`src/design/vfd_pkg.sv`:
```
// Types and constants shared by the voice frame deframer
package vfd_pkg;

  localparam int unsigned FRAME_BYTES = 12;
  localparam int unsigned STORE_BYTES = 2 * FRAME_BYTES;
  localparam int unsigned CHECK_POS   = 15;
  localparam int unsigned RES_DEPTH   = 4;
  localparam int unsigned RES_PTR_W   = 2;
  localparam int unsigned RES_LVL_W   = 3;
  localparam int unsigned OUT_TDATA_W = 136;

  localparam logic [7:0] PAT_FILL = 8'h55;
  localparam logic [7:0] PAT_SYNC = 8'hC8;
  localparam logic [7:0] PAT_TAIL = 8'h7A;
  localparam logic [6:0] SEQ_END_FLAG = 7'h40;

  localparam logic [3:0] CNT_MARKER = 4'd0;
  localparam logic [3:0] CNT_END_SHORT = 4'd3;
  localparam logic [3:0] CNT_END_FULL = 4'd6;
  localparam logic [3:0] CNT_VOICE = 4'd12;
  localparam logic [3:0] CNT_LAST = 4'd15;

  typedef enum logic [1:0] {
    MODE_DATA      = 2'd0,
    MODE_START     = 2'd1,
    MODE_FORCE_END = 2'd2
  } mode_t;

  typedef enum logic [1:0] {
    KIND_VOICE  = 2'd0,
    KIND_MARKER = 2'd1,
    KIND_LAST   = 2'd2,
    KIND_END    = 2'd3
  } kind_t;

  typedef struct packed {
    kind_t       kind;
    logic [6:0]  seq;
    logic [63:0] lo;
    logic [55:0] hi;
    logic [3:0]  cnt;
    logic        last;
  } vfd_result_t;

  typedef struct packed {
    logic wr;
    logic shift;
  } vfd_cell_ctl_t;

endpackage

```
`src/design/voice_frame_deframer_top.sv`:
```
// Voice frame deframer: byte cell row, frame builder and result queue
// The results of an accepted item are written into the result queue and registered there.
// Throughput: one item per cycle while the 4-entry queue has two free entries;
// a run of items with two results each is then held back by the output.
// Synchronous active-low reset clears the cells, fill position, sequence,
// enable register and queue.
module voice_frame_deframer_top #(
  parameter int unsigned FRAMES_PER_SUPERFRAME = 21
) (
  input  logic         clk,
  input  logic         rst_n,
  input  logic         cfg_wr_en,
  input  logic         cfg_wr_data,   // forward_enable
  input  logic         in_tvalid,
  output logic         in_tready,
  input  logic [7:0]   in_tdata,      // data_byte[7:0]
  input  logic [1:0]   in_tuser,      // mode[1:0]
  output logic         out_tvalid,
  input  logic         out_tready,
  output logic [135:0] out_tdata,     // frame_seq[6:0], bytes_low[70:7],
                                      // bytes_high[126:71], byte_count[130:127], zero pad
  output logic [1:0]   out_tuser,     // kind[1:0]
  output logic         out_tlast      // last
);
  import vfd_pkg::*;

  localparam logic [4:0] WRAP_AT = 5'(FRAMES_PER_SUPERFRAME);

  logic [7:0]    store [STORE_BYTES];
  vfd_cell_ctl_t cell_ctl [STORE_BYTES];
  logic [7:0]    cell_nbr [STORE_BYTES];

  logic [4:0]  fill_r, fill_nxt;
  logic [4:0]  seq_r, seq_nxt;
  logic        en_r, en_nxt;
  logic        in_acc, space_ok, is_full, is_check, match, wrap;
  logic [4:0]  seq_inc;
  mode_t       mode;
  logic [1:0]  push_n;
  vfd_result_t res_a, res_b, out_res;
  vfd_result_t r_voice, r_last, r_end3, r_end6, r_marker;

  assign in_tready = space_ok;
  assign in_acc    = in_tvalid && in_tready;
  assign mode      = mode_t'(in_tuser);
  assign is_full   = (fill_r == 5'(STORE_BYTES - 1));
  assign is_check  = (fill_r == 5'(CHECK_POS - 1));
  assign seq_inc   = seq_r + 5'd1;
  assign wrap      = (seq_inc >= WRAP_AT);
  assign match     = (store[9] == PAT_FILL) && (store[10] == PAT_FILL) &&
                     (store[11] == PAT_FILL) && (store[12] == PAT_FILL) &&
                     (store[13] == PAT_SYNC) && (in_tdata == PAT_TAIL);

  for (genvar i = 0; i < STORE_BYTES; i++) begin : g_cell
    if (i < FRAME_BYTES) begin : g_lo
      if (i + FRAME_BYTES == STORE_BYTES - 1) begin : g_edge
        assign cell_nbr[i] = in_tdata;
      end else begin : g_mid
        assign cell_nbr[i] = store[i + FRAME_BYTES];
      end
      assign cell_ctl[i].shift = in_acc && (mode == MODE_DATA) && is_full;
    end else begin : g_hi
      assign cell_nbr[i]       = store[i];
      assign cell_ctl[i].shift = 1'b0;
    end
    assign cell_ctl[i].wr = in_acc && (mode == MODE_DATA) && (fill_r == 5'(i));

    vfd_cell u_cell (
      .clk     (clk),
      .rst_n   (rst_n),
      .ctl     (cell_ctl[i]),
      .data_in (in_tdata),
      .nbr_in  (cell_nbr[i]),
      .byte_q  (store[i])
    );
  end

  always_comb begin
    r_voice      = '0;
    r_voice.kind = KIND_VOICE;
    r_voice.seq  = {2'b00, seq_r};
    r_voice.cnt  = CNT_VOICE;
    for (int k = 0; k < 8; k++) begin
      r_voice.lo[8*k +: 8] = store[k];
    end
    for (int k = 0; k < 4; k++) begin
      r_voice.hi[8*k +: 8] = store[8 + k];
    end

    r_last      = r_voice;
    r_last.kind = KIND_LAST;
    r_last.cnt  = CNT_LAST;
    for (int k = 4; k < 6; k++) begin
      r_last.hi[8*k +: 8] = store[8 + k];
    end
    r_last.hi[55:48] = in_tdata;

    r_end3      = '0;
    r_end3.kind = KIND_END;
    r_end3.seq  = SEQ_END_FLAG | {2'b00, seq_inc};
    r_end3.cnt  = CNT_END_SHORT;
    r_end3.lo   = {40'd0, PAT_TAIL, PAT_SYNC, PAT_FILL};

    r_end6      = '0;
    r_end6.kind = KIND_END;
    r_end6.seq  = SEQ_END_FLAG | {2'b00, seq_r};
    r_end6.cnt  = CNT_END_FULL;
    r_end6.lo   = {16'd0, PAT_TAIL, PAT_SYNC, PAT_FILL, PAT_FILL, PAT_FILL, PAT_FILL};

    r_marker      = '0;
    r_marker.kind = KIND_MARKER;
    r_marker.cnt  = CNT_MARKER;
  end

  always_comb begin
    push_n = 2'd0;
    res_a  = r_voice;
    res_b  = r_end3;
    if (in_acc) begin
      case (mode)
        MODE_DATA: begin
          if (is_full) begin
            if (wrap) begin
              res_a  = r_marker;
              res_b  = r_voice;
              push_n = en_r ? 2'd2 : 2'd1;
            end else if (en_r) begin
              res_a  = r_voice;
              push_n = 2'd1;
            end
          end else if (is_check && match && en_r) begin
            res_a  = r_last;
            res_b  = r_end3;
            push_n = 2'd2;
          end
        end
        MODE_FORCE_END: begin
          if (en_r) begin
            res_a  = r_end6;
            push_n = 2'd1;
          end
        end
        default: ;
      endcase
    end
    res_a.last = (push_n == 2'd1);
    res_b.last = 1'b1;
  end

  always_comb begin
    fill_nxt = fill_r;
    seq_nxt  = seq_r;
    en_nxt   = cfg_wr_en ? cfg_wr_data : en_r;
    if (in_acc) begin
      case (mode)
        MODE_START: begin
          seq_nxt = '0;
        end
        MODE_DATA: begin
          if (is_full) begin
            fill_nxt = 5'(FRAME_BYTES);
            seq_nxt  = wrap ? 5'd0 : seq_inc;
          end else begin
            fill_nxt = fill_r + 5'd1;
            if (is_check && match) begin
              seq_nxt = seq_inc;
            end
          end
        end
        default: ;
      endcase
    end
  end

  always_ff @(posedge clk) begin
    if (!rst_n) begin
      fill_r <= '0;
      seq_r  <= '0;
      en_r   <= 1'b0;
    end else begin
      fill_r <= fill_nxt;
      seq_r  <= seq_nxt;
      en_r   <= en_nxt;
    end
  end

  vfd_result_fifo u_fifo (
    .clk       (clk),
    .rst_n     (rst_n),
    .push_n    (push_n),
    .push_a    (res_a),
    .push_b    (res_b),
    .space_ok  (space_ok),
    .out_valid (out_tvalid),
    .out_ready (out_tready),
    .out_res   (out_res)
  );

  assign out_tdata = {5'd0, out_res.cnt, out_res.hi, out_res.lo, out_res.seq};
  assign out_tuser = out_res.kind;
  assign out_tlast = out_res.last;

endmodule

```
`src/design/vfd_cell.sv`:
```
// One byte cell of the deframer store
module vfd_cell (
  input  logic                   clk,
  input  logic                   rst_n,
  input  vfd_pkg::vfd_cell_ctl_t ctl,
  input  logic [7:0]             data_in,
  input  logic [7:0]             nbr_in,
  output logic [7:0]             byte_q
);
  import vfd_pkg::*;

  logic [7:0] byte_r, byte_nxt;

  always_comb begin
    byte_nxt = byte_r;
    if (ctl.shift) begin
      byte_nxt = nbr_in;
    end else if (ctl.wr) begin
      byte_nxt = data_in;
    end
  end

  always_ff @(posedge clk) begin
    if (!rst_n) begin
      byte_r <= '0;
    end else begin
      byte_r <= byte_nxt;
    end
  end

  assign byte_q = byte_r;

endmodule

```
`src/design/vfd_result_fifo.sv`:
```
// Result queue between the deframer core and the output channel
module vfd_result_fifo (
  input  logic                 clk,
  input  logic                 rst_n,
  input  logic [1:0]           push_n,
  input  vfd_pkg::vfd_result_t push_a,
  input  vfd_pkg::vfd_result_t push_b,
  output logic                 space_ok,
  output logic                 out_valid,
  input  logic                 out_ready,
  output vfd_pkg::vfd_result_t out_res
);
  import vfd_pkg::*;

  vfd_result_t           mem_r [RES_DEPTH];
  logic [RES_PTR_W-1:0]  wr_ptr_r, wr_ptr_nxt;
  logic [RES_PTR_W-1:0]  rd_ptr_r, rd_ptr_nxt;
  logic [RES_LVL_W-1:0]  level_r, level_nxt;
  logic [RES_PTR_W-1:0]  wr_ptr_b;
  logic                  pop;

  assign out_valid = (level_r != '0);
  assign pop       = out_valid && out_ready;
  assign out_res   = mem_r[rd_ptr_r];
  assign space_ok  = (level_r <= RES_LVL_W'(RES_DEPTH - 2));
  assign wr_ptr_b  = wr_ptr_r + RES_PTR_W'(1);

  always_comb begin
    wr_ptr_nxt = wr_ptr_r + RES_PTR_W'(push_n);
    rd_ptr_nxt = rd_ptr_r + RES_PTR_W'(pop);
    level_nxt  = level_r + RES_LVL_W'(push_n) - RES_LVL_W'(pop);
  end

  always_ff @(posedge clk) begin
    if (push_n != 2'd0) begin
      mem_r[wr_ptr_r] <= push_a;
    end
    if (push_n == 2'd2) begin
      mem_r[wr_ptr_b] <= push_b;
    end
  end

  always_ff @(posedge clk) begin
    if (!rst_n) begin
      wr_ptr_r <= '0;
      rd_ptr_r <= '0;
      level_r  <= '0;
    end else begin
      wr_ptr_r <= wr_ptr_nxt;
      rd_ptr_r <= rd_ptr_nxt;
      level_r  <= level_nxt;
    end
  end

endmodule

```
`config.mk`:
```
export PLATFORM = sky130hd
export DESIGN_NAME = voice_frame_deframer_top
export DESIGN_NICKNAME = d
export VERILOG_FILES = /design/src/design/vfd_pkg.sv /design/src/design/voice_frame_deframer_top.sv /design/src/design/vfd_cell.sv /design/src/design/vfd_result_fifo.sv
export SDC_FILE = /design/constraint.sdc
export NUM_CORES = 1
export LEC_CHECK = 0
export BUFFER_PORTS_ARGS = -buffer_cell sky130_fd_sc_hd__buf_4
export CAP_MARGIN = 20
export CORE_AREA = 8 8 248 250
export DETAILED_ROUTE_END_ITERATION = 10
export DIE_AREA = 0 0 256 258
export PLACE_DENSITY = 0.79
export SLEW_MARGIN = 20
export SYNTH_ARGS = -nofsm -noshare
export SYNTH_HDL_FRONTEND = slang
export SYNTH_SLANG_ARGS = --single-unit
export TNS_END_PERCENT = 5
```
`constraint.sdc`:
```
create_clock -name clk -period 6.2 [get_ports clk]
set_clock_uncertainty 0.2 [all_clocks]
set_input_delay 0.93 -clock clk [delete_from_list [all_inputs] [get_ports clk]]
set_output_delay 0.93 -clock clk [all_outputs]
set_load 0.03 [all_outputs]
```
# After elaboration in Yosys (flattened, before gate mapping)
# Memory sizes are Yosys's and may differ from the RTL's. A register that Yosys moved wholly into a read port is not among the register bits.
# Index checks and enable logic that the tools add are counted.
op_classes:
  n_mux: 51
  n_lt_le_gt_ge: 2
  n_addsub: 7
  reduce_logical: 53
  n_eq_ne: 34
ops:
  columns: ["operator", "n"]
  rows:
  - ["two-way mux 134 bit", 8]
  - ["case mux 134 bit (2 select lines)", 1]
  - ["two-way mux 8 bit", 24]
  - ["two-way mux 133 bit", 1]
  - ["== test 5 x 4 -> 1 bit, second input constant", 8]
  - ["== test 5 bit, second input constant", 8]
  - ["== test 8 x 7 -> 1 bit, second input constant", 5]
  - ["logical AND 1 bit", 34]
  - ["nonzero test 2 bit", 14]
  - ["== test 5 x 3 -> 1 bit, second input constant", 4]
  - ["two-way mux 5 bit", 4]
  - ["two-way mux 2 bit", 6]
  - ["adder 5 x 1 -> 5 bit, second input constant", 2]
  - ["== test 5 x 2 -> 1 bit, second input constant", 2]
  - ["case mux 5 bit (2 select lines)", 1]
  - ["== test 8 bit, second input constant", 1]
  - ["== test 5 x 1 -> 1 bit, second input constant", 1]
  - ["greater-or-equal comparator 5 bit, second input constant", 1]
  - ["zero test 5 bit", 1]
  - ["two-way mux 1 bit", 5]
  - ["== test 2 x 1 -> 1 bit, second input constant", 2]
  - ["== test 2 bit, second input constant", 2]
  - ["case mux 2 bit (2 select lines)", 1]
  - ["adder 3 x 2 -> 3 bit", 1]
  - ["10 further kinds", 10]
totals:
  ram_bits: 536
  register_bits: 202
  mem_count: 1
memory_table:
  columns: ["name", "depth", "width", "rd", "rd_clocked_by_memory_dff", "write_ports", "line_no", "rtl"]
  rows:
  - ["u_fifo.mem_r", 4, 134, 1, 1, 2, "vfd_result_fifo.sv:15", "vfd_result_t mem_r [RES_DEPTH];"]

# Logic depth before layout (Yosys ltp)
logic_depth:
  ltp_word: 15
  ltp_mapped: 16
  mapped_depth_nobuf: 13

# Modules after synthesis
# Synthesis repeated with hierarchy kept, for this count alone.
unflattened:
  cells_unflattened: 2603
  area_unflattened_um2: 39713.1
modules_own_cells:
  columns: ["mod", "seq_area_each_um2", "area_per_inst_um2", "cells_per_inst", "n_inst"]
  rows:
  - ["vfd_result_fifo", 16235.6, 26666.8, 1342, 1]
  - ["vfd_cell", 160.2, 440.4, 35, 23]
  - ["voice_frame_deframer_top", 220.2, 2916.5, 456, 1]

# Worst setup path before layout
# No wires, ideal clock.
synth_path:
  path_type: "reg-to-reg"
  from: "register seq_r[0]"
  to: "memory u_fifo.mem_r[2][100] in the netlist's numbering (enable)"
  path_stages_with_launch: 16
  arrival_time_ns: 5.364
  required_time_ns: 5.539
  period_less_slack_ns: 6.025
  n_path_buf: 4
  slack_ns: 0.175
  cell_sequence: "dfxtp_1 clkbuf_1 inv_1 ha_1 o31ai_1 a21oi_1 ha_1 nand2b_1 o21ai_0 and2_0 buf_2 or3_1 clkbuf_1 and2_1 buf_2 inv_1"
synth_lines:
  columns: ["item", "line_no", "rtl"]
  rows:
  - ["from (decl)", "voice_frame_deframer_top.sv:34", "logic [4:0] seq_r, seq_nxt;"]
  - ["from (signal assigned)", "voice_frame_deframer_top.sv:182", "seq_r <= seq_nxt;"]
  - ["to (decl)", "vfd_result_fifo.sv:15", null]

==> results.json <==
{
  "synth_enable_flop_cells": 428,
  "power.density_nw_per_um2": 319,
  "route.antenna.remaining_nets": 0,
  "finalWeightedCongestion": 0.920,
  "worstSkewPairLatency_ns": 0.61,
  "fp.dieArea_um2": 66000,
  "post_synthesis_cell_count": 2485,
  "track_usage": 0.239,
  "clock_tree.htree_level_count": 3,
  "grt_setup_unrepaired": "false",
  "max_clock_buf_depth": 3,
  "final_cells": 3384,
  "post_route_cells_drive_above_1_share": 0.179,
  "buffer_ports.inserted": 150,
  "hold_violations": 0,
  "die_height_um": 258,
  "hold_class": "reg -> reg",
  "critical-path-slowest-cell": "nor2_1",
  "worst_max_slew_pin_slew_ns": 1.10,
  "yosys.area.top_type": "edfxtp_1",
  "path_buf_inv": 3,
  "drt_first_iter_violations": 2150,
  "max_cap_viol_count": 0,
  "finalWorstPathRequiredPeriod_ns": 5.41,
  "synth-seq-area-share": 0.602,
  "ys_seq_elements": 730,
  "mostFrequentLayoutCell": "edfxtp_1",
  "ir_worst_vdd_mv": 0.189,
  "result_of_the_run": "finished clean",
  "initial_core_util": 0.547,
  "grt_pass1_vias": 21200,
  "grt_antenna_before_repair": 0,
  "row_count": 88,
  "crit_chain": "inv_1, ha_1, o31ai_1, a21oi_1, ha_1, nand2b_1, o21ai_0, and2_0, o31ai_1, nor2_1, nor2_1, inv_4, buf_12",
  "numClockSinks": 730,
  "cts_resized": 0,
  "cts.hold.buffers_added": 0,
  "fin_area_um2": 35600,
  "netlist_top_cells_area": "edfxtp_1 (41%), dfxtp_1 (19%), mux4_2 (9.5%)",
  "wire_length_of_the_first_global_routing_pass_um": 125000,
  "static_leakage_power_nw": 13.3,
  "slew_viol_final": 0,
  "cp-start-kind": "flip-flop",
  "number_of_unique_standard_cell_types_used_by_synthesis": 71,
  "routed_wirelength_um": 80900,
  "root_buffer": "clkbuf_16",
  "post-route-period-util": 0.873,
  "avgRoutedWirePerCell_um": 23.9,
  "regToRegSetupSlack_ns": 0.79,
  "placed_area_um2": 33100,
  "setup_viol_count_final": 0,
  "layout.nets": 2586,
  "synth.avg_cell_area_um2": 12.6,
  "drt_pass1_iterations": 6,
  "max_freq_mhz": 185,
  "critical_path.top_delay_family": "simple AND/OR/NAND/NOR gates",
  "synthesis.area_um2": 31400,
  "yosysWarnings": 0,
  "critical_path.max_fanout": 38,
  "yosys_most_used_dff": "edfxtp_1",
  "critPathArrivalTime_ns": 5.54,
  "boundaryPins": 157,
  "relSlewSlack": 0.263,
  "grt_max_degree": 140,
  "critical-path-max-stage-delay_ns": 0.80,
  "die-width_um": 256,
  "post_cts.repair.setup_buffers": 0,
  "place.detailed.instances": 3243,
  "cts_tree": "done",
  "layout-area-overhead-vs-synth_pct": 13.4,
  "most-common-layout-cells": "edfxtp_1 (428), dfxtp_1 (300), buf_4 (183), nand2_1 (182), nor2_1 (179)",
  "dp.final_hpwl_um": 50000,
  "cts.clk_slew.worst_paths_ns": 0.06,
  "totalNegativeSetupSlack_ns": 0,
  "via_per_inst": 6.19,
  "core-area_um2": 57400,
  "worst_ep_required_time_ns": 6.33,
  "drc": 0,
  "worstSetupEndpointType": "flip-flop",
  "critical_path_class": "reg -> reg",
  "final_util": 0.620,
  "globalRouteOverflowTotal": 0,
  "dr_total_vias": 21000,
  "synth.top_cell.area_share": 0.409,
  "proportion_of_register_bits_with_asynchronous_set_or_reset_after_synthesis": 0,
  "antenna_cells_inserted": 0,
  "numCtsBuffers": 75
}
area by class of cell:
type	count	area, µm²
inverter	22	95.1
sequential	730	18900
multi-input combinational	1535	11600
timing repair buffer	192	1560
clock buffer	104	2120
tap	765	957
fill	4235	21800
clock inverter	36	322
report_power, final:
part	internal [W]	total [W]	leakage, nW	switching [W]
Combinational	0.000696	0.00169	5.87	0.000997
Sequential	0.00510	0.00517	6.19	0.0000723
Clock	0.00258	0.00447	1.20	0.00189
Total	0.00838	0.0113	13.3	0.00296
final timing paths:
check	endpoint	cells past startpoint	start
max	u_fifo.mem_r[1][97]$_DFFE_PP_	13	seq_r[0]$_SDFFE_PN0P_
min	u_fifo.mem_r[2][51]$_SDFFE_PP0P_	1	u_fifo.mem_r[2][51]$_SDFFE_PP0P_
max reg2reg	u_fifo.mem_r[1][97]$_DFFE_PP_	13	seq_r[0]$_SDFFE_PN0P_
min reg2reg	u_fifo.mem_r[2][51]$_SDFFE_PP0P_	1	u_fifo.mem_r[2][51]$_SDFFE_PP0P_
sequential cells by signal (all words and copies together) (netlist names):
name	cells
u_fifo.level_r	3
fill_r	5
seq_r	5
u_fifo.wr_ptr_r	2
u_fifo.mem_r	528
g_cell.u_cell.byte_q	184
en_r	1
u_fifo.rd_ptr_r	2
per-layer routing:
| metal | part of all wire | GRT usage | vias up |
|---|---|---|---|
| met3 | 0.081 | 0.0375 | 128 |
| met2 | 0.49 | 0.404 | 977 |
| met1 | 0.40 | 0.317 | 10500 |
| met5 | 0 | 0 | - |
| met4 | 0.022 | 0.0760 | 0 |
| li1 | - | - | 9309 |
metrics by stage:
stage               setup WS (ns)  hold WS, ns  power, W
floorplan                   0.175        0.221   0.00644
global placement             1.05        0.228   0.00698
detailed placement          0.900        0.235   0.00700
CTS                         0.901        0.250    0.0114
global route                0.318        0.269    0.0117
finish                      0.788        0.246    0.0113
cell usage after synthesis, types with 5 or more instances:
| library cell | instances |
|---|---|
| a211oi_1 | 36 |
| a22o_1 | 8 |
| o21a_1 | 60 |
| a21oi_1 | 91 |
| xnor2_1 | 5 |
| nand2b_1 | 8 |
| mux4_2 | 132 |
| or3_1 | 15 |
| o22ai_1 | 6 |
| dfxtp_1 | 302 |
| ha_1 | 13 |
| a311oi_1 | 50 |
| buf_4 | 15 |
| nor3_1 | 13 |
| a21o_1 | 100 |
| and2_1 | 137 |
| buf_2 | 24 |
| and3_1 | 54 |
| edfxtp_1 | 428 |
| mux2i_1 | 76 |
| buf_1 | 22 |
| o21ai_0 | 22 |
| nand3_1 | 122 |
| o21ai_1 | 6 |
| clkbuf_1 | 138 |
| inv_1 | 22 |
| o211a_1 | 6 |
| nor4_1 | 5 |
| nand2_1 | 183 |
| nor2_1 | 179 |
| nor2b_1 | 135 |
kinds of logic (layout without fill, tap and decap cells):
kind of cell               count (synthesis)  count (layout)  synth area share
DFF                                      730             730             0.602
muxes                                    208             208             0.119
other                                      1               6          0.000119
buffers and inverters                    225             354            0.0306
xor gates and xnor gates                   7               7           0.00195
and+or+nand+nor                          883             883             0.146
adders and majority gates                 14              14           0.00582
AOI/OAI and AO/OA                        417             417            0.0949
Power figures use the tool's default switching activity.
